[src/sv/pwlgc_ram.sv]
module pwlgc_ram #(
  parameter int WIDTH = 32,
  parameter int DEPTH = 16
) (
  input  logic                     clk_i,
  input  logic                     we_i,
  input  logic [$clog2(DEPTH)-1:0] waddr_i,
  input  logic [WIDTH-1:0]         wdata_i,
  input  logic [$clog2(DEPTH)-1:0] raddr_i,
  output logic [WIDTH-1:0]         rdata_o
);

  logic [WIDTH-1:0] mem_q [DEPTH];
  logic [WIDTH-1:0] rdata_q;

  always_ff @(posedge clk_i) begin
    if (we_i) begin
      mem_q[waddr_i] <= wdata_i;
    end
    rdata_q <= mem_q[raddr_i];
  end

  assign rdata_o = rdata_q;

endmodule

[config.mk]
export PLATFORM = sky130hd
export DESIGN_NAME = pwlgc_ram
export DESIGN_NICKNAME = d
export VERILOG_FILES = /design/src/sv/pwlgc_ram.sv
export SDC_FILE = /design/constraint.sdc
export NUM_CORES = 1
export LEC_CHECK = 0
export ABC_AREA = 0
export BUFFER_PORTS_ARGS = -buffer_cell sky130_fd_sc_hd__buf_2
export CORE_MARGIN = 2
export CORE_UTILIZATION = 57
export DETAILED_ROUTE_END_ITERATION = 8
export HOLD_SLACK_MARGIN = 0.12
export PLACE_DENSITY = 0.78
export SYNTH_ARGS = -nofsm -noshare
export SYNTH_HDL_FRONTEND = slang
export SYNTH_SLANG_ARGS = --single-unit
[constraint.sdc]
create_clock -name clk_i -period 7.4 [get_ports clk_i]
set_input_delay 0.37 -clock clk_i [delete_from_list [all_inputs] [get_ports clk_i]]
set_output_delay 0.37 -clock clk_i [all_outputs]
set_load 0.02 [all_outputs]
==> summary.txt <==
RSZ-0062 raised after global routing = no
Cell chain of the critical path = clkbuf_8 > buf_4 > mux4_2 > a22oi_1 > nand2_1
Synth warn = 0
Worst-path clk slew = 0.06 ns
DP Wirelength = 19300 um
Postcts setup bufs = 0
Maximum vdd ir drop = 0.224 mV
Family with the most delay on the worst path = buffers and inverters
Initial antenna violation count = 2
Max incr delay on CP = 0.91 ns
Slew headroom = 0.221
PortBufs = 73
Final Cell Area = 22600 sq um
Synth Area in XOR/XNOR = 0
Mux contribution to synthesized area = 0.145
Fin cells = 1439
Final core occ = 0.656
Root Buffer = clkbuf_16
Pwr Density = 285 nW/um^2
#FFs+latches synth = 544
Inst Count DP = 1344
CP required = 7.83 ns
Final hold viol count = 0
Peak Freq = 0.389 GHz
Yosys cell types = 18
Critical Path AT = 3.00 ns
Max-Cap Viols = 0
Seq/Total Area, Yosys = 0.807
First-pass GRT wire length = 60500 um
Die Height = 191 um
Initial DRC count = 1100
Top post-synthesis cells by count = edfxtp_1, mux4_2, a22oi_1
Vias per cell = 6.33
Die area = 36300 sq um
Leading area contributor after synthesis = edfxtp_1
GRT Overall Usage = 0.232
Initial Utilization = 0.576
FILL cells = 2123
Tmin final = 2.57 ns
Final Setup Violations = 0
Asr flop ratio synth = 0
Htree depth = 2
Most common cell in the netlist = edfxtp_1
Top Ports = 74
Syn_nets = 880
Routability cong. = 0.716
Top_reg_cell synth = edfxtp_1
Simple-Gate Fraction of Synth Area = 0.0127
Leak pwr = 7.27 nW
CTS Hold Bufs = 0
CTS resizes = 0
DRT Pass-1 Iters = 5
Largest net degree at the start of global routing = 79
Period utilization = 0.347
Drt wl/cell = 28.2 um
Post-Route WL = 40500 um
CP max stage cell = buf_4
Clock Sinks = 544
Via count = 9115
# rows = 68
Worst skew pair latency = 0.56 ns
Mapped Cells = 838
Fin. max-slew vios = 0
Critical Path Source Type = input port
Top-area cell type share of the netlist area = 0.774
Max Fanout on Critical Path = 76
WS Path Type = input port to register
Drt drc = 0
Number of global-route vias before repair = 9551
EDFF count, synth = 512
Synthesis-to-layout area growth = 13.8%
CP Capture Type = register
Clock Skew = 0.0134 ns
Crit path buffers/inverters = 2
Worst Hold Class = input port to register
Nets@finish = 984
Main combinational cell family by area after synthesis = multiplexers
Final setup TNS = 0 ns
Synth Area in Compound Gates = 0.0242
Remaining Overflow, GRT = 0
Synth area leaders = edfxtp_1, mux4_2, dfxtp_1, a22oi_1, nand2_1
Placed Area = 20900 sq um
Share of layout cells above drive strength 1 = 0.323
Status = completed
Max Root-Sink Buffers = 3
Synth Area in Adders = 0
Core Area = 34500 sq um
Routed Antenna Nets = 0
Die Wd = 191 um
R2r setup slk = 6.03 ns
TritonCTS clock tree = yes
Worst slew pin tran = 1.17 ns
Syn avg cell area = 23.7 sq um
Mapped cell area = 19900 sq um
Total CTS buffers = 51
report_power, final:
group / switching (mW) / internal, mW / leakage [nW]
Clock: 1.07 / 1.58 / 0.830
Combinational: 0.192 / 0.121 / 1.54
Sequential: 0.0212 / 3.44 / 4.89
Total: 1.28 / 5.15 / 7.27
metal layers:
metal,global-route usage,share of wire
met1,0.331,0.39
met2,0.376,0.50
met3,0.0394,0.084
met4,0.0692,0.022
met5,0,0.00027
per-stage QoR:
| stage | setup WS [ns] | hold WS (ns) | power [mW] |
|---|---|---|---|
| final | 4.83 | 0.179 | 6.43 |
| after global routing | 4.49 | 0.183 | 6.60 |
| after CTS | 4.73 | 0.166 | 6.46 |
| after detailed placement | 4.21 | 0.655 | 3.84 |
| after global placement | 4.20 | 0.654 | 3.83 |
| after floorplan | 3.85 | 0.469 | 3.72 |
state kept, by name, summed over array words and instances, names as in the netlist:
name	flops
rdata_o	32
mem_q	512
path summary, 6_finish.rpt:
kind / start / end / cells after the start
setup reg to reg: mem_q[8][17] / rdata_o[17] / 3
hold / removal: wdata_i[20] / mem_q[11][20] / 1
hold reg to reg: mem_q[12][2] / rdata_o[2] / 3
setup / recovery: raddr_i[0] / rdata_o[0] / 5
cell families (layout without fill, tap and decap cells):
kind of cell,count (synthesis),after routing
other cells,0,2
simple gates,59,59
compound gates,64,64
mux,128,128
buf+inv,43,187
flops,544,544
cells in the final DEF, fill, tap and decap left out, drive strengths merged, types with 3 or more instances in the layout:
cell type / n
clkinvlp: 3
dfxtp: 32
nor2: 13
mux4: 128
clkinv: 11
nand2: 33
nor3: 4
a22oi: 64
bufinv: 6
clkbuf: 74
edfxtp: 512
buf: 93
worst reg2reg max path: cells and delay by family, from the launching register on:
kind | cells | cell delay (ns)
DFF | 1 | 0.37
and+or+nand+nor | 1 | 0.12
AOI/OAI and AO/OA | 1 | 0.27
muxes | 1 | 0.46
area by class of cell:
type                       count  area (sq um)  area share
tap                          455           569      0.0252
timing repair buffer          94           534      0.0236
multi-input combinational    251          3750       0.166
antenna                        2          5.00    0.000221
sequential                   544         16000       0.709
clock buffer                  73          1460      0.0647
clock inverter                20           263      0.0116
Note: power is estimated with default switching activity, not from simulation.
